[config.mk]
export PLATFORM = sky130hd
export DESIGN_NAME = sum_checked_answer_frame_parser_unit
export DESIGN_NICKNAME = d
export VERILOG_FILES = /design/src/scafp_pkg.sv /design/src/scafp_front.sv /design/src/scafp_back.sv /design/src/sum_checked_answer_frame_parser_unit.sv
export SDC_FILE = /design/constraint.sdc
export NUM_CORES = 1
export LEC_CHECK = 0
export BUFFER_PORTS_ARGS = -buffer_cell sky130_fd_sc_hd__buf_4
export CORE_MARGIN = 4
export CORE_UTILIZATION = 60
export CTS_CLUSTER_SIZE = 12
export DETAILED_ROUTE_END_ITERATION = 6
export GPL_ROUTABILITY_DRIVEN = 0
export PLACE_DENSITY = 0.78
export SYNTH_ARGS = -nofsm -noshare
export SYNTH_HDL_FRONTEND = slang
export SYNTH_SLANG_ARGS = --single-unit
[constraint.sdc]
create_clock -name clock -period 6.8 [get_ports clock]
set_input_delay 1.36 -clock clock [delete_from_list [all_inputs] [get_ports clock]]
set_output_delay 1.36 -clock clock [all_outputs]
set_load 0.02 [all_outputs]
[src/scafp_pkg.sv]
// shared types and constants for the sum-checked answer frame parser
// used by scafp_front, scafp_back and the top level; no dependencies
`default_nettype none

package scafp_pkg;

   localparam logic [7:0]  START_BYTE   = 8'h53;
   localparam logic [7:0]  READ_CMD     = 8'h52;
   localparam logic [15:0] FIXED_ADDR   = 16'h3008;
   localparam logic [7:0]  ANSWER_WORDS = 8'h05;
   localparam logic [7:0]  FIXED_WORDS  = 8'h01;

   localparam int HEADER_AND_SUM_BYTES = 6;
   localparam int MIN_SCAN             = 8;
   localparam int WORD_NUM             = 5;
   localparam int TAP_NUM              = 16;

   localparam logic [4:0] SHORT_LEN   = 5'(HEADER_AND_SUM_BYTES + 2);
   localparam logic [4:0] LONG_LEN    = 5'(HEADER_AND_SUM_BYTES + 2 * WORD_NUM);
   localparam logic [4:0] MAX_RESULTS = 5'd16;
   localparam logic [2:0] SHORT_COUNT = 3'd1;
   localparam logic [2:0] LONG_COUNT  = 3'd5;

   typedef enum logic [2:0] {
      ST_IDLE,
      ST_SCAN,
      ST_SUM,
      ST_CHECK,
      ST_DROP,
      ST_END
   } scafp_state_type;

   typedef struct packed {
      logic       valid;
      logic [7:0] data;
   } scafp_byte_type;

   typedef struct packed {
      logic                       kind;
      logic [15:0]                addr;
      logic [2:0]                 count;
      logic [WORD_NUM-1:0][15:0]  words;
      logic                       last;
   } scafp_result_type;

endpackage

`default_nettype wire

[src/scafp_front.sv]
// receive side: two-entry byte queue between the link and the frame scanner
// depends on scafp_pkg
`default_nettype none

module scafp_front import scafp_pkg::*; (
   input  wire logic           clock,
   input  wire logic           reset,
   input  wire logic           in_valid,
   output logic                in_ready,
   input  wire logic [7:0]     in_data,
   output scafp_byte_type      byte_out,
   input  wire logic           byte_ready
);

   logic [7:0] mem_ff [2];
   logic       wr_ptr_ff, wr_ptr_in;
   logic       rd_ptr_ff, rd_ptr_in;
   logic [1:0] count_ff, count_in;
   logic       push, pop;

   assign in_ready       = (count_ff != 2'd2);
   assign push           = in_valid & in_ready;
   assign pop            = byte_out.valid & byte_ready;
   assign byte_out.valid = (count_ff != 2'd0);
   assign byte_out.data  = mem_ff[rd_ptr_ff];

   always_comb begin
      wr_ptr_in = push ? ~wr_ptr_ff : wr_ptr_ff;
      rd_ptr_in = pop ? ~rd_ptr_ff : rd_ptr_ff;
      count_in  = count_ff;
      if (push && !pop) begin
         count_in = count_ff + 2'd1;
      end else if (pop && !push) begin
         count_in = count_ff - 2'd1;
      end
   end

   always_ff @(posedge clock) begin
      if (reset) begin
         wr_ptr_ff <= 1'b0;
         rd_ptr_ff <= 1'b0;
         count_ff  <= 2'd0;
      end else begin
         wr_ptr_ff <= wr_ptr_in;
         rd_ptr_ff <= rd_ptr_in;
         count_ff  <= count_in;
      end
   end

   always_ff @(posedge clock) begin
      if (push) begin
         mem_ff[wr_ptr_ff] <= in_data;
      end
   end

endmodule

`default_nettype wire

[src/scafp_back.sv]
// frame scanner: byte window, header check, serial checksum and result register
// depends on scafp_pkg; fed by scafp_front
`default_nettype none

module scafp_back import scafp_pkg::*; #(
   parameter int WINDOW_DEPTH = 16
) (
   input  wire logic             clock,
   input  wire logic             reset,
   input  wire scafp_byte_type   byte_in,
   output logic                  byte_ready,
   input  wire logic             csr_valid,
   input  wire logic [15:0]      csr_data,
   output scafp_result_type      rsp_out,
   output logic                  rsp_valid,
   input  wire logic             rsp_ready
);

   localparam int FILL_W = $clog2(WINDOW_DEPTH + 1);
   localparam int IDX_W  = $clog2(WINDOW_DEPTH);
   localparam logic [FILL_W-1:0] DEPTH_FILL = FILL_W'(WINDOW_DEPTH);
   localparam logic [FILL_W-1:0] MIN_FILL   = FILL_W'(MIN_SCAN);

   scafp_state_type   state_ff, state_in;
   logic [7:0]        win_ff [WINDOW_DEPTH];
   logic [7:0]        win_in [WINDOW_DEPTH];
   logic [FILL_W-1:0] fill_ff, fill_in;
   logic [4:0]        cnt_ff, cnt_in;
   logic [7:0]        sum_ff, sum_in;
   logic [4:0]        nres_ff, nres_in;
   logic              pend_valid_ff, pend_valid_in;
   scafp_result_type  pend_ff, pend_in;
   logic              out_valid_ff, out_valid_in;
   scafp_result_type  out_ff, out_in;
   logic [15:0]       answer_ff;

   logic [7:0]        taps [TAP_NUM];
   logic              head_is_start, hdr_long, hdr_short, hdr_ok, sum_ok, out_free;
   logic              pend_stall, do_shift, do_append;
   logic [15:0]       head_addr;
   logic [4:0]        frame_len;
   logic [7:0]        check_byte;
   scafp_result_type  good_res, err_res;

   for (genvar g = 0; g < TAP_NUM; g++) begin : g_taps
      assign taps[g] = win_ff[g];
   end

   assign head_is_start = (win_ff[0] == START_BYTE);
   assign head_addr     = {win_ff[4], win_ff[3]};
   assign hdr_long      = (win_ff[2] == READ_CMD) && (head_addr == answer_ff) &&
                          (win_ff[1] == ANSWER_WORDS);
   assign hdr_short     = (win_ff[2] == READ_CMD) && (head_addr == FIXED_ADDR) &&
                          (win_ff[1] == FIXED_WORDS);
   assign hdr_ok        = hdr_long | hdr_short;
   assign frame_len     = hdr_long ? LONG_LEN : SHORT_LEN;
   assign check_byte    = hdr_long ? win_ff[15] : win_ff[7];
   assign sum_ok        = (sum_ff == check_byte);
   assign out_free      = !out_valid_ff || rsp_ready;
   assign pend_stall    = pend_valid_ff && !out_free;
   assign byte_ready    = (state_ff == ST_IDLE);

   always_comb begin
      good_res          = '0;
      good_res.kind     = 1'b0;
      good_res.addr     = head_addr;
      good_res.count    = hdr_long ? LONG_COUNT : SHORT_COUNT;
      good_res.words[0] = {win_ff[6], win_ff[5]};
      if (hdr_long) begin
         for (int i = 1; i < WORD_NUM; i++) begin
            good_res.words[i] = {win_ff[6 + 2 * i], win_ff[5 + 2 * i]};
         end
      end
      err_res      = '0;
      err_res.kind = 1'b1;
   end

   // next state
   always_comb begin
      state_in = state_ff;
      case (state_ff)
         ST_IDLE: begin
            if (byte_in.valid) begin
               state_in = ST_SCAN;
            end
         end
         ST_SCAN: begin
            if (fill_ff != '0 && !head_is_start) begin
               state_in = ST_SCAN;
            end else if (fill_ff < MIN_FILL) begin
               state_in = ST_END;
            end else if (!hdr_ok) begin
               state_in = ST_SCAN;
            end else if (fill_ff < FILL_W'(frame_len)) begin
               state_in = ST_END;
            end else begin
               state_in = ST_SUM;
            end
         end
         ST_SUM: begin
            if (cnt_ff == frame_len - 5'd2) begin
               state_in = ST_CHECK;
            end
         end
         ST_CHECK: begin
            if (pend_stall) begin
               state_in = ST_CHECK;
            end else if (sum_ok) begin
               state_in = ST_DROP;
            end else if (nres_ff == MAX_RESULTS - 5'd1) begin
               state_in = ST_END;
            end else begin
               state_in = ST_SCAN;
            end
         end
         ST_DROP: begin
            if (cnt_ff == 5'd1) begin
               state_in = (nres_ff == MAX_RESULTS) ? ST_END : ST_SCAN;
            end
         end
         ST_END: begin
            if (!pend_stall) begin
               state_in = ST_IDLE;
            end
         end
         default: begin
            state_in = ST_IDLE;
         end
      endcase
   end

   // datapath
   always_comb begin
      cnt_in        = cnt_ff;
      sum_in        = sum_ff;
      nres_in       = nres_ff;
      pend_valid_in = pend_valid_ff;
      pend_in       = pend_ff;
      out_valid_in  = out_valid_ff && !rsp_ready;
      out_in        = out_ff;
      do_shift      = 1'b0;
      do_append     = 1'b0;
      case (state_ff)
         ST_IDLE: begin
            if (byte_in.valid) begin
               do_append     = 1'b1;
               nres_in       = '0;
               pend_valid_in = 1'b0;
            end
         end
         ST_SCAN: begin
            if (fill_ff != '0 && !head_is_start) begin
               do_shift = 1'b1;
            end else if (fill_ff >= MIN_FILL && !hdr_ok) begin
               do_shift = 1'b1;
            end else begin
               cnt_in = '0;
               sum_in = '0;
            end
         end
         ST_SUM: begin
            sum_in = sum_ff + taps[cnt_ff[3:0]];
            cnt_in = cnt_ff + 5'd1;
         end
         ST_CHECK: begin
            if (!pend_stall) begin
               if (pend_valid_ff) begin
                  out_valid_in = 1'b1;
                  out_in       = pend_ff;
                  out_in.last  = 1'b0;
               end
               pend_valid_in = 1'b1;
               pend_in       = sum_ok ? good_res : err_res;
               nres_in       = nres_ff + 5'd1;
               if (sum_ok) begin
                  cnt_in = frame_len;
               end else begin
                  do_shift = 1'b1;
               end
            end
         end
         ST_DROP: begin
            do_shift = 1'b1;
            cnt_in   = cnt_ff - 5'd1;
         end
         ST_END: begin
            if (pend_valid_ff && out_free) begin
               out_valid_in  = 1'b1;
               out_in        = pend_ff;
               out_in.last   = 1'b1;
               pend_valid_in = 1'b0;
            end
         end
         default: begin
            pend_valid_in = 1'b0;
         end
      endcase
   end

   // window shift line
   always_comb begin
      win_in  = win_ff;
      fill_in = fill_ff;
      if (do_shift || (do_append && fill_ff == DEPTH_FILL)) begin
         for (int i = 0; i < WINDOW_DEPTH - 1; i++) begin
            win_in[i] = win_ff[i + 1];
         end
      end
      if (do_append) begin
         if (fill_ff == DEPTH_FILL) begin
            win_in[WINDOW_DEPTH - 1] = byte_in.data;
         end else begin
            win_in[fill_ff[IDX_W-1:0]] = byte_in.data;
            fill_in = fill_ff + FILL_W'(1);
         end
      end else if (do_shift) begin
         fill_in = fill_ff - FILL_W'(1);
      end
   end

   always_ff @(posedge clock) begin
      if (reset) begin
         state_ff      <= ST_IDLE;
         fill_ff       <= '0;
         nres_ff       <= '0;
         pend_valid_ff <= 1'b0;
         out_valid_ff  <= 1'b0;
         answer_ff     <= '0;
      end else begin
         state_ff      <= state_in;
         fill_ff       <= fill_in;
         nres_ff       <= nres_in;
         pend_valid_ff <= pend_valid_in;
         out_valid_ff  <= out_valid_in;
         if (csr_valid) begin
            answer_ff <= csr_data;
         end
      end
   end

   always_ff @(posedge clock) begin
      win_ff  <= win_in;
      cnt_ff  <= cnt_in;
      sum_ff  <= sum_in;
      pend_ff <= pend_in;
      out_ff  <= out_in;
   end

   assign rsp_out   = out_ff;
   assign rsp_valid = out_valid_ff;

`ifndef SYNTHESIS
   a_fill_bound: assert property (@(posedge clock) disable iff (reset)
      fill_ff <= DEPTH_FILL)
      else $error("window fill beyond depth");
   a_result_limit: assert property (@(posedge clock) disable iff (reset)
      nres_ff <= MAX_RESULTS)
      else $error("too many results for one byte");
   a_drop_count: assert property (@(posedge clock) disable iff (reset)
      state_ff == ST_DROP |-> cnt_ff != 5'd0)
      else $error("drop with zero count");
   a_sum_frame_held: assert property (@(posedge clock) disable iff (reset)
      state_ff == ST_SUM |-> fill_ff >= FILL_W'(frame_len))
      else $error("checksum over incomplete frame");
   a_idle_no_pending: assert property (@(posedge clock) disable iff (reset)
      state_ff == ST_IDLE |-> !pend_valid_ff)
      else $error("pending result left when idle");
`endif

endmodule

`default_nettype wire

[src/sum_checked_answer_frame_parser_unit.sv]
// Sum-checked answer frame parser. Received bytes enter a two-entry queue and are
// moved one at a time into a sliding window; after each byte the scanner drops
// leading non-start bytes and bad headers, accumulates the checksum one byte per
// cycle, checks it and removes a good frame one byte per cycle. Results leave
// through an output register; the last result caused by one byte carries tlast.
// answer_address must be written on the csr channel only while idle; the block
// itself does not enforce this.
// depends on scafp_pkg, scafp_front and scafp_back
`default_nettype none

module sum_checked_answer_frame_parser_unit import scafp_pkg::*; #(
   parameter int WINDOW_DEPTH = 16
) (
   input  wire logic          clock,
   input  wire logic          reset,
   input  wire logic          req_tvalid,
   output logic               req_tready,
   input  wire logic [7:0]    req_tdata,   // rx_byte
   output logic               rsp_tvalid,
   input  wire logic          rsp_tready,
   output logic [103:0]       rsp_tdata,   // frame_address, word_count, word_a .. word_e
   output logic               rsp_tuser,   // kind
   output logic               rsp_tlast,   // last
   input  wire logic          csr_valid,
   output logic               csr_ready,
   input  wire logic [15:0]   csr_data     // answer_address
);

   scafp_byte_type   byte_link;
   logic             byte_ready;
   scafp_result_type rsp_res;

   scafp_front u_front (
      .clock      (clock),
      .reset      (reset),
      .in_valid   (req_tvalid),
      .in_ready   (req_tready),
      .in_data    (req_tdata),
      .byte_out   (byte_link),
      .byte_ready (byte_ready)
   );

   scafp_back #(
      .WINDOW_DEPTH (WINDOW_DEPTH)
   ) u_back (
      .clock      (clock),
      .reset      (reset),
      .byte_in    (byte_link),
      .byte_ready (byte_ready),
      .csr_valid  (csr_valid),
      .csr_data   (csr_data),
      .rsp_out    (rsp_res),
      .rsp_valid  (rsp_tvalid),
      .rsp_ready  (rsp_tready)
   );

   assign csr_ready = 1'b1;
   assign rsp_tuser = rsp_res.kind;
   assign rsp_tlast = rsp_res.last;
   assign rsp_tdata = {5'b0, rsp_res.words[4], rsp_res.words[3], rsp_res.words[2],
                       rsp_res.words[1], rsp_res.words[0], rsp_res.count, rsp_res.addr};

endmodule

`default_nettype wire

Yosys cells after proc, flatten, opt, wreduce, memory -nomap -nowiden
Memory sizes are Yosys's and may differ from the RTL's. A register that Yosys moved wholly into a read port is not among the register bits.
Index checks and enable logic that the tools add are counted.
Storage, ports and cells
  memories kept: 1
  bits in registers: 377
  output and inout bits: 109
  bits in writable memories: 16
Cells by class
  multiplexer cells: 67
  reduce and logical (&&, ||, !) cells: 41
  order comparisons: 6
  bitwise logic cells: 9
  add/sub/neg operators: 9
  eq/ne operators: 29
Memory list
  u_front.mem_ff: depth 2, bits a word 8, rd ports 1, clocked after memory_dff 1, wr ports 1, line scafp_front.sv:15  | logic [7:0] mem_ff [2];
Operator list (number)
  $mux W101: 4
  $mux W120: 2
  $pmux W101 S2: 1
  $bwmux W128: 1
  $mux W128: 1
  $mux W64: 1
  $mux W8: 7
  $mux W5: 10
  $mux W3: 13
  $bmux W8 S4: 1
  $demux W8 S4: 1
  $pmux W5 S4: 1
  $pmux W3 S6: 1
  $eq A16 B14 Y1 const B: 1
  $eq A16 B16 Y1: 1
  $eq A8 B7 Y1 const B: 2
  $mux W1: 16
  $pmux W8 S2: 1
  $add A5 B1 Y5 const B: 3
  $logic_and A1 B1 Y1: 13
  $ne A2 B1 Y1 const B: 6
  $ne A2 B2 Y1 const B: 6
  $reduce_and A4 Y1: 3
  $reduce_bool A2 Y1: 6
  other kinds (38): 59

Depth between registers and ports, before layout
Gate-level depths: netlist of run 1.
  depth in word-level cells: 14
  depth in mapped cells: 15
  mapped depth without buffers: 13

Cells and area by module
A second synthesis of run 1 with hierarchy kept.
Unflattened totals
  cells, all modules: 1532
  area, all modules: 18189.9 µm²
By module, submodules not included
  scafp_back: cells each 1475, sequential area each 9629.2 µm², times used 1, area each 17339.1 µm²
  scafp_front: cells each 49, sequential area each 580.6 µm², times used 1, area each 798.3 µm²
  sum_checked_answer_frame_parser_unit: cells each 8, sequential area each 0.0 µm², times used 1, area each 52.6 µm²

Worst setup path after synthesis of run 1
Ideal clock, no wire load.
  path type: input-to-reg
  from: input port rsp_tready
  to: register u_back.out_ff, in the netlist u_back.rsp_out[0], enable pin
  path buffers: 0
  setup slack: 0.650 ns
  stages on the path: 2
  arrival time: 5.590 ns
  path through: nor2b_1 -> nor2_1
Between the ends
  longest elaborated chain between the ends: 5
  elaborated cells between the ends (all ways): 7
  those cells by class: 2 x eq/ne; 5 x reduce/logical
Ends and longest elaborated chain
  start: declaration: line sum_checked_answer_frame_parser_unit.sv:20  | input wire logic rsp_tready,
  $logic_or A1 B1 Y1 (*): line scafp_back.sv:59  | assign out_free = !out_valid_ff || rsp_ready;
  $logic_not A1 Y1: line scafp_back.sv:60  | assign pend_stall = pend_valid_ff && !out_free;
  $logic_and A1 B1 Y1: line scafp_back.sv:60
  $ne A2 B2 Y1 (no source line)
  $reduce_and A4 Y1 (no source line) (*)
  end signal: assignment: line scafp_back.sv:246  | out_ff <= out_in;
  end: declaration: line scafp_back.sv:34  | scafp_result_type out_ff, out_in;
Every way passes the cells marked *; elsewhere a longest branch is shown, timed or not.
A chain may end at the register's enable or synchronous reset.

Worst setup path after layout of run 1
  from: register u_back.cnt_ff[1]
  to: register u_back.sum_ff[7], data pin
Between the ends
  longest elaborated chain between the ends: 6
Ends and longest elaborated chain
  start: declaration: line scafp_back.sv:28  | logic [4:0] cnt_ff, cnt_in;
  start signal: assignment: line scafp_back.sv:243  | cnt_ff <= cnt_in;
  $not A4 Y5 (not written as such): line scafp_back.sv:162  | sum_in = sum_ff + taps[cnt_ff[3:0]];
  $bmux W8 S4: line scafp_back.sv:162
  $mux W8 (not written as such) (2 in series): line scafp_back.sv:162
  $add A8 B8 Y8: line scafp_back.sv:162
  $pmux W8 S2: line scafp_back.sv:143  | case (state_ff)
  end signal: assignment: line scafp_back.sv:244  | sum_ff <= sum_in;
  end: declaration: line scafp_back.sv:29  | logic [7:0] sum_ff, sum_in;
Every way passes these cells. The select of a mux whose other input is x is not followed.

==> results of run 1 <==
[per-stage QoR]
step	power [mW]	worst slack, ps	area (µm²)	std cells
6_report	7.698	2857	19160	1861
5_1_grt	8.049	2739	19160	1861
4_1_cts	7.660	2939	19160	1861
3_5_place_dp	5.584	2813	17910	1787
3_3_place_gp	5.509	2834	17910	1787
2_1_floorplan	4.941	649.7	16730	1355
[logic make-up after synthesis]
kind of cell / count (synthesis) / synth area share [%]
flip-flops: 392 / 61.08
multiplexers: 118 / 10.12
AO/OA/AOI/OAI: 203 / 8.106
adder cells (fa/ha/maj): 21 / 1.662
AND/OR/NAND/NOR: 467 / 13.91
buffers and inverters: 107 / 2.979
other: 2 / 0.04493
XOR/XNOR: 40 / 2.096
[flip-flops by register name, summed over array words and instances, names as in the netlist, named ones only]
name                  count
u_back.good_res          32
u_front.wr_ptr_ff         1
u_back.sum_ff             8
u_back.cnt_ff             5
u_back.taps              88
u_back.state_ff           3
u_back.pend_valid_ff      1
u_back.rsp_valid          1
u_front.count_ff          2
u_back.answer_ff         16
u_back.pend_ff           99
u_front.mem_ff           16
u_back.nres_ff            5
u_front.rd_ptr_ff         1
u_back.rsp_out          100
u_back.fill_ff            5
[power groups by stage]
stage                     Clock (mW)  Combinational, mW  Sequential, mW
after CTS                       2.10               2.12            3.45
after global placement             0               2.03            3.48
after global routing            2.21               2.33            3.51
final                           2.06               2.16            3.48
after floorplan                    0               1.75            3.20
after detailed placement           0               2.09            3.49
[synthesized netlist by cell type (5+ instances only)]
master	instances	area, µm²
a211oi_1	5	37.54
a21o_1	5	37.54
a21oi_1	25	125.1
and2_1	96	600.6
and3_1	5	31.28
buf_1	8	30.03
buf_2	8	40.04
buf_4	15	112.6
clkbuf_1	51	191.4
dfxtp_1	156	3123
edfxtp_1	236	7087
ha_1	19	237.7
inv_1	18	67.56
mux2_2	8	90.09
mux2i_1	70	700.7
mux4_2	40	900.9
nand2_1	150	563.0
nand2b_1	7	43.79
nand3_1	86	430.4
nand4_1	10	62.56
nor2_1	61	229.0
nor2b_1	11	68.82
nor3_1	17	85.08
nor4b_1	5	43.79
o211ai_1	74	555.5
o21ai_0	11	55.05
o21ai_1	46	230.2
o22ai_1	7	43.79
xnor2_1	34	297.8
xor2_1	6	52.55
[metal layers]
layer  GRT usage [%]  wire length (µm)  up-vias
met4           10.44              1687        0
li1                -                 -     5172
met5               0                 0        -
met1           34.53             15640     5340
met3           5.885              4065      121
met2           39.17             17600      637
[worst paths after layout]
kind	end	from	slack (ps)
hold reg to reg	u_back.rsp_out[88]	u_back.pend_ff[88]	410
setup reg to reg	u_back.sum_ff[7]	u_back.cnt_ff[1]	2860
hold / removal	u_back.rsp_out[88]	u_back.pend_ff[88]	410
setup / recovery	u_back.sum_ff[7]	u_back.cnt_ff[1]	2860
[final cells by class]
| class | instances | area, µm² | share of cell area [%] |
|---|---|---|---|
| Multi-Input combinational cell | 856 | 6056 | 31.61 |
| Inverter | 21 | 81.33 | 0.4245 |
| Tap cell | 372 | 465.4 | 2.430 |
| Timing Repair Buffer | 146 | 1096 | 5.721 |
| Clock buffer | 67 | 1155 | 6.028 |
| Clock inverter | 7 | 93.84 | 0.4898 |
| Sequential cell | 392 | 10210 | 53.30 |
==> flow_summary.toml, run 1 <==
[synth]
yosysSeqAreaShare_pct = 61.08
synth.distinct_cells = 64
synth-seq-cells = 392
syn_area_um2 = 16720
netlist_instances = 1350
synth-warning-count = 0
synth_ff_type = "edfxtp_1"
synth_edf_count = 236
syn_avg_cell_area_um2 = 12.38
async_flop_share_pct = 0

[power_and_ir_drop]
p_comb_share_pct = 28.0
p_int_mw = 5.070
ir_worst_vdd_mv = 0.2799
pwr_density_cell_nw_per_um2 = 401.8
switching_share_pct = 34.13
seqPwrFrac_pct = 45.2
leakage_nw = 6.896
switching_power_mw = 2.627
pwr-share-clk_pct = 26.8

[min_path]
min_path_cells = 0
hold_class = "reg2reg"

[cts]
cts_buffers = 40
cts.clk_slew.worst_paths_ps = 60
cts_max_path_buffers = 3
cts_setup_buffers = 0
cts_tree = "built"
holdBufCountCts = 0
cts.htree.levels = 2
cts_sinks = 392
insertion_delay_ps = 540
cts_resized = 0
ctsRootBufferMaster = "clkbuf_16"

[global_route]
grt-ovfl-total = 0
antenna_found_initial = 0
grt_max_degree = 72
grt_pass1_vias = 10740
grt_pass1_wl_mm = 60.72
grtUsageTotal_pct = 25.18

[worst_setup_path]
required_ps = 7070
path_buf_inv = 1
slowest_delay_ps = 860
crit_family = "compound AO/OA/AOI/OAI gates"
worst-path-stages = 12
reg2regPathDepth = 12
cp.arrival_ps = 4210
end_kind = "flop"
cp_common_cell = "a21oi_1"
worst-setup-path-type = "reg2reg"
path_max_fanout = 21
crit_chain = "buf_4 -> mux4_2 -> mux4_2 -> ha_1 -> a21o_1 -> a21oi_1 -> o21bai_1 -> a21oi_1 -> o21bai_1 -> a21oi_1 -> xnor2_1 -> nor2_1"
crit_slowest_cell = "edfxtp_1"
start_kind = "flop"

[timing]
worst_slew_pin_slew_ps = 1281
skew_ps = 16.30
final.min_clock_period_ps = 3943
rsz0062_at_grt = "false"
max_freq_ghz = 0.2536
max-slew-margin-rel_pct = 12.92
hold_violations = 0
setup_tns_ps = 0
timing.final.crit_share_pct = 57.98
hold-worst-slack_ps = 413.4
setup_viol = 0
finalMaxSlewViolations = 0

[floorplan]
dieWidth_um = 174.9
start_util_pct = 61.51
io_pins = 138
dieArea_um2 = 30600
die_y_um = 174.9
rows = 60
core_area_um2 = 27180

[cells_and_area]
post-route-util_pct = 70.49
layout_commonest_cell = "edfxtp_1"
area_growth_pct = 14.60
n_antenna_cell = 0
layout.cells.most_common_list = "edfxtp_1 (236), dfxtp_1 (156), nand2_1 (150)"
fillers = 1905
layout-drive-gt1-share_pct = 17.39
fin_nets = 1507

[status]
status = "complete, no violations"

[route]
first_pass_iters = 6
drt_iter0_drc = 1449
drc = 0
wl_per_cell_um = 20.95
avgViaCountPerCell = 6.056
ant_nets = 0
routed_wirelength_mm = 38.99
vias = 11270

[placed_design]
hpwlAfterDp_mm = 26.16
port_buffers = 130

[run]
cap_violations = 0
No activity file was read; power rests on OpenSTA's default activity.
==> run 2, diff against run 1 <==
--- a/config.mk
+++ b/config.mk
@@ -5,6 +5,7 @@
 export SDC_FILE = /design/constraint.sdc
 export NUM_CORES = 1
 export LEC_CHECK = 0
+export ABC_AREA = 1
 export BUFFER_PORTS_ARGS = -buffer_cell sky130_fd_sc_hd__buf_4
 export CORE_MARGIN = 4
 export CORE_UTILIZATION = 60
==> constraint.sdc (replaced) <==
create_clock -name clock -period 3.7 [get_ports clock]
set_input_delay 0.74 -clock clock [delete_from_list [all_inputs] [get_ports clock]]
set_output_delay 0.74 -clock clock [all_outputs]
set_load 0.02 [all_outputs]
==> run 2 against run 1 <==
Routed wire length grew 21%. Via count is 37% higher. Clock skew rose by 2.9 ps. Non-clock buffer count is 39 higher.
==> flow_summary.toml, run 2 <==
[floorplan]
io_pins = 138
core_area_um2 = 29720
start_util_pct = 60.89
dieArea_um2 = 33000
dieWidth_um = 181.7
rows = 63
die_y_um = 181.7

[cells_and_area]
regArea_um2 = 10210
multiInputGateArea_um2 = 6332
n_antenna_cell = 0
fin_cells = 2633
layout.cells.most_common_list = "nand2_1 (479), inv_1 (245), edfxtp_1 (236)"
layout-drive-gt1-share_pct = 12.35
fin_nets = 2260
largest_register_ffs = 100
layout_commonest_cell = "nand2_1"
area_growth_pct = 15.00
fillers = 2236

[cts]
cts.clk_slew.worst_paths_ps = 60
cts_sinks = 392
cts_max_path_buffers = 3
cts_tree = "built"
cts_setup_buffers = 0
cts_resized = 0
ctsRootBufferMaster = "clkbuf_16"
holdBufCountCts = 0
insertion_delay_ps = 540
cts.htree.levels = 2
cts_buffers = 41

[synth]
synth-warning-count = 0
synth_top_cell_area_share_pct = 39.16
yosys.area.top_type = "edfxtp_1"
netlist_instances = 2098
synth_edf_count = 236
yosysSeqAreaShare_pct = 56.42
yosys.area_share.simple_pct = 23.87
syn_area_um2 = 18100
synth_compound_area_share_pct = 8.491
yosys.area_share.adder_pct = 1.535
synth_ff_type = "edfxtp_1"
yosys-top-cells-count = "nand2_1 (480), inv_1 (247), edfxtp_1 (236), nor2_1 (195), dfxtp_1 (156)"
muxShareOfSynthArea_pct = 0.05531
yosysMostFrequentCell = "nand2_1"
synth-seq-cells = 392
synth.distinct_cells = 43
synth_top_family_by_area = "simple AND/OR/NAND/NOR gates"
syn_avg_cell_area_um2 = 8.625
synth_area_leaders = "edfxtp_1 (39%), dfxtp_1 (17%), nand2_1 (10%)"
async_flop_share_pct = 0
synth_xor_xnor_area_share_pct = 0.5324

[global_route]
grt_use_met2_pct = 43.53
grt-ovfl-total = 0
grtUsageTotal_pct = 27.57
grt_pass1_wl_mm = 74.19
global_route.usage.met1_pct = 36.99
antenna_found_initial = 0
busiest_layer = "met2"
grt_max_degree = 102
grt_pass1_vias = 14280
use_met3_pct = 5.749

[route]
first_pass_iters = 7
wl_per_cell_um = 17.87
drt_iter0_drc = 2015
routed_wirelength_mm = 47.06
avgViaCountPerCell = 5.858
ant_nets = 0
drc = 0
vias = 15420

[timing]
final.min_clock_period_ps = 3498
worst_slew_pin_slew_ps = 1114
finalMaxSlewViolations = 0
setup_viol = 0
hold_violations = 0
skew_ps = 19.22
max-slew-margin-rel_pct = 25.72
max_freq_ghz = 0.2859
timing.final.crit_share_pct = 94.55

[worst_setup_path]
path_buf_inv = 2
worst-setup-path-type = "reg2reg"
crit_family = "simple AND/OR/NAND/NOR gates"
crit_slowest_cell = "dfxtp_1"
end_kind = "flop"
cp_common_cell = "nand2_1"
start_kind = "flop"
slowest_delay_ps = 490
cp.arrival_ps = 3880
required_ps = 4080
path_max_fanout = 63
crit_chain = "inv_1 -> nand2_1 -> nand2_1 -> nor2_1 -> nand2_1 -> nor2_4 -> nand3_4 -> nand2_1 -> nand2_1 -> nand2_1 -> nand2_1 -> nand2_1 -> nor2_1 -> nand2_1 -> nand2_4 -> nand3_4 -> buf_12 -> nand2_1 -> nand3_1 -> o21ai_1"

[min_path]
hold_class = "in2reg"

[run]
cap_violations = 0

[placed_design]
hpwlAfterDp_mm = 32.05
dp_cells = 2557
port_buffers = 130

[power_and_ir_drop]
pwr_density_cell_nw_per_um2 = 800.2
leakage_nw = 9.347
ir_worst_vdd_mv = 0.5804
power_mw = 16.65

[status]
status = "complete, no violations"
run 2: per-stage QoR:
step	util, %	hold slack [ps]	setup slack, ps	TNS, ps	instance area, µm²
4_1_cts	69.95	374.3	136.9	0	20790
2_1_floorplan	-	400.3	28.63	0	18130
3_5_place_dp	65.78	404.5	153.8	0	19550
5_1_grt	70.03	375.5	-20.03	-20.03	20810
6_report	70.03	388.2	201.8	0	20810
3_3_place_gp	65.78	403.3	267.2	0	19550
run 2: final cells by class:
type | count | share of cell area (%)
Tap cell | 390 | 2.345
Sequential cell | 392 | 49.06
Inverter | 266 | 4.816
Clock inverter | 10 | 0.2585
Clock buffer | 66 | 5.700
Timing Repair Buffer | 185 | 7.395
Multi-Input combinational cell | 1324 | 30.43
run 2: final timing paths:
kind,from,to,slack [ps],cells after the start
setup / recovery,u_back.good_res[90],u_back.taps[107],200,20
hold / removal,req_tdata[4],u_front.mem_ff[1][4],390,1
setup reg to reg,u_back.good_res[90],u_back.taps[107],200,20
hold reg to reg,u_back.pend_ff[91],u_back.rsp_out[91],410,0
run 2: per-layer routing:
metal / wire length, µm / share of wire [%]
met1: 18040 / 38
met2: 21340 / 45
met3: 5320 / 11
met5: 0 / 0
met4: 2356 / 5.0
run 2: kinds of logic after synthesis:
logic type,Yosys count
DFF,392
buffers and inverters,387
AOI/OAI and AO/OA,296
and+or+nand+nor,988
xor gates and xnor gates,11
muxes,1
adders and majority gates,21
other,2
run 2: where the power goes:
part           switching, mW  leakage [nW]  total, mW  internal, mW
Sequential             0.798          3.67       6.27          5.47
Clock                   1.62         0.610       3.81          2.20
Combinational           4.37          5.07       6.57          2.20
==> run 3, diff against run 2 <==
--- a/config.mk
+++ b/config.mk
@@ -7,12 +7,14 @@
 export LEC_CHECK = 0
 export ABC_AREA = 1
 export BUFFER_PORTS_ARGS = -buffer_cell sky130_fd_sc_hd__buf_4
+export CELL_PAD_IN_SITES_DETAIL_PLACEMENT = 2
+export CELL_PAD_IN_SITES_GLOBAL_PLACEMENT = 2
 export CORE_MARGIN = 4
-export CORE_UTILIZATION = 60
+export CORE_UTILIZATION = 37
 export CTS_CLUSTER_SIZE = 12
 export DETAILED_ROUTE_END_ITERATION = 6
 export GPL_ROUTABILITY_DRIVEN = 0
-export PLACE_DENSITY = 0.78
+export PLACE_DENSITY = 0.77
 export SYNTH_ARGS = -nofsm -noshare
 export SYNTH_HDL_FRONTEND = slang
 export SYNTH_SLANG_ARGS = --single-unit
==> run 3 against run 2 <==
Routed wire length increased by 46%. Cell count increased by 9.3%. Largest power group unchanged. Critical endpoint is now u_back.sum_ff[7]. Final area increased by 2.8%. Fmax about the same. Hold slack got worse by 32 ps. Critical path type unchanged. Worst setup slack improved by 2.5 ps. Core utilization decreased by 26 points. Highest routed layer unchanged.
==> flow_summary.toml, run 3 (synthesis results as in run 2) <==
[worst_setup_path]
crit_family = "compound AO/OA/AOI/OAI gates"
crit_slowest_cell = "edfxtp_1"
worst-r2r-setup-slack_ps = 200
cp_common_cell = "nor2_1"
start_kind = "flop"
cp.arrival_ps = 3810
reg2regPathDepth = 22
path_buf_inv = 5
timing.rr.start = "u_back.cnt_ff[0]"
worstReg2RegEnd = "u_back.sum_ff[7]"
cp-endpoint = "u_back.sum_ff[7]"
required_ps = 4020
slowest_delay_ps = 420
cp-startpoint = "u_back.cnt_ff[0]"
crit_chain = "inv_2 -> buf_12 -> a21oi_1 -> o21ai_0 -> a21oi_1 -> or2_2 -> a31oi_2 -> inv_1 -> ha_1 -> nand2_1 -> nor2_1 -> a211oi_2 -> nor2_1 -> nor2_1 -> inv_1 -> a21oi_2 -> nor2_1 -> nor2_1 -> inv_1 -> a21oi_1 -> xnor2_1 -> nor2_1"
end_kind = "flop"
worst-setup-path-type = "reg2reg"
path_max_fanout = 29
worst-path-stages = 22

[power_and_ir_drop]
leakage_nw = 9.498
ir_worst_vdd_mv = 0.4600
power_mw = 18.17
pwr_density_cell_nw_per_um2 = 849.2

[timing]
final.min_clock_period_ps = 3496
setup_tns_ps = 0
worst_slew_pin_slew_ps = 1174
finalMaxSlewViolations = 0
max-slew-margin-rel_pct = 21.73
skew_ps = 19.69
timing.final.crit_share_pct = 94.48
setup_viol = 0
max_freq_ghz = 0.2861
hold_violations = 0
rsz0062_at_grt = "true"

[placed_design]
hpwlAfterDp_mm = 48.40
postPlaceCellArea_um2 = 19970
dp_cells = 2795
port_buffers = 130

[cts]
cts_tree = "built"
insertion_delay_ps = 580
cts_sinks = 392
cts_buffers = 45
cts_max_path_buffers = 3
ctsRootBufferMaster = "clkbuf_16"
cts.clk_slew.worst_paths_ps = 60
cts.htree.levels = 2
cts_setup_buffers = 0

[route]
avgViaCountPerCell = 5.488
drc = 0
routed_wirelength_mm = 68.47
ant_nets = 0
drt_iter0_drc = 1020
wl_per_cell_um = 23.78
vias = 15800
first_pass_iters = 5

[floorplan]
core_area_um2 = 48050
rows = 80
dieArea_um2 = 52510
io_pins = 138
start_util_pct = 37.66
dieWidth_um = 229.2
die_y_um = 229.2

[run]
cap_violations = 0

[global_route]
grtUsageTotal_pct = 25.26
global_route.usage.met1_pct = 32.07
grt_pass1_wl_mm = 103.2
use_met3_pct = 3.231
grt-ovfl-total = 0
grt_max_degree = 102
grt_use_met2_pct = 43.83
antenna_found_initial = 1
grt_pass1_vias = 17010
busiest_layer = "met2"

[cells_and_area]
layout-drive-gt1-share_pct = 13.31
largest_register_ffs = 100
final_cell_area_um2 = 21390
layout_commonest_cell = "nand2_1"
fin_cells = 2879
layout.cells.most_common_list = "nand2_1 (479), inv_1 (245), edfxtp_1 (236)"
fin_nets = 2277
post-route-util_pct = 44.52
area_growth_pct = 18.21
fillers = 5288

[min_path]
worstHoldStart = "req_tdata[1]"
hold_class = "in2reg"

[status]
status = "complete, no violations"
## run 3: metrics by stage
step | setup slack [ps] | hold slack (ps)
global route | -14.82 | 337.2
global placement | 296.1 | 401.5
finish | 204.3 | 356.3
floorplan | 28.63 | 400.3
CTS | 62.39 | 320.3
detailed placement | 127.8 | 406.1
## run 3: metal layers
metal | routed length [µm] | vias to the layer above
met5 | 0 | -
met1 | 28500 | 7977
li1 | - | 7262
met3 | 3166 | 134
met2 | 34110 | 428
met4 | 2695 | 0
## run 3: area by class of cell
class / instances / area (µm²) / area share (%)
Sequential cell: 392 / 10210 / 47.73
Multi-Input combinational cell: 1324 / 6360 / 29.73
Timing Repair Buffer: 198 / 1662 / 7.767
Clock buffer: 57 / 1181 / 5.521
Inverter: 266 / 1002 / 4.685
Tap cell: 615 / 769.5 / 3.597
Clock inverter: 25 / 202.7 / 0.9475
Antenna cell: 2 / 5.005 / 0.02340
## run 3: how the worst min path moves through the flow
| stage | endpoint | slack (ps) | cells past startpoint |
|---|---|---|---|
| floorplan | u_back.rsp_out[100] | 400 | 0 |
| detailed placement | u_back.rsp_out[76] | 410 | 0 |
| global route | u_front.mem_ff[0][6] | 340 | 1 |
| finish | u_front.mem_ff[0][1] | 360 | 1 |
| global placement | u_back.rsp_out[25] | 400 | 0 |
| CTS | u_front.mem_ff[0][1] | 320 | 1 |
## run 3: where the power goes
| group | internal (mW) | switching [mW] |
|---|---|---|
| combinational | 2.35 | 5.15 |
| sequential | 5.47 | 0.903 |
| clock | 2.47 | 1.83 |
| total | 10.3 | 7.88 |
## run 3: timing repair
action	in CTS	in global routing
resized for setup	1	7
hold buffers	0	0
endpoints found under the setup margin	1	6
## run 3: worst register-to-register path: cells and delay by family, from the launching register on
kind                     cells  cell delay (ps)
flip-flops                   1              420
adder cells (fa/ha/maj)      1              310
XOR/XNOR                     1              140
buffers and inverters        5              500
AO/OA/AOI/OAI                7             1060
AND/OR/NAND/NOR              8              830
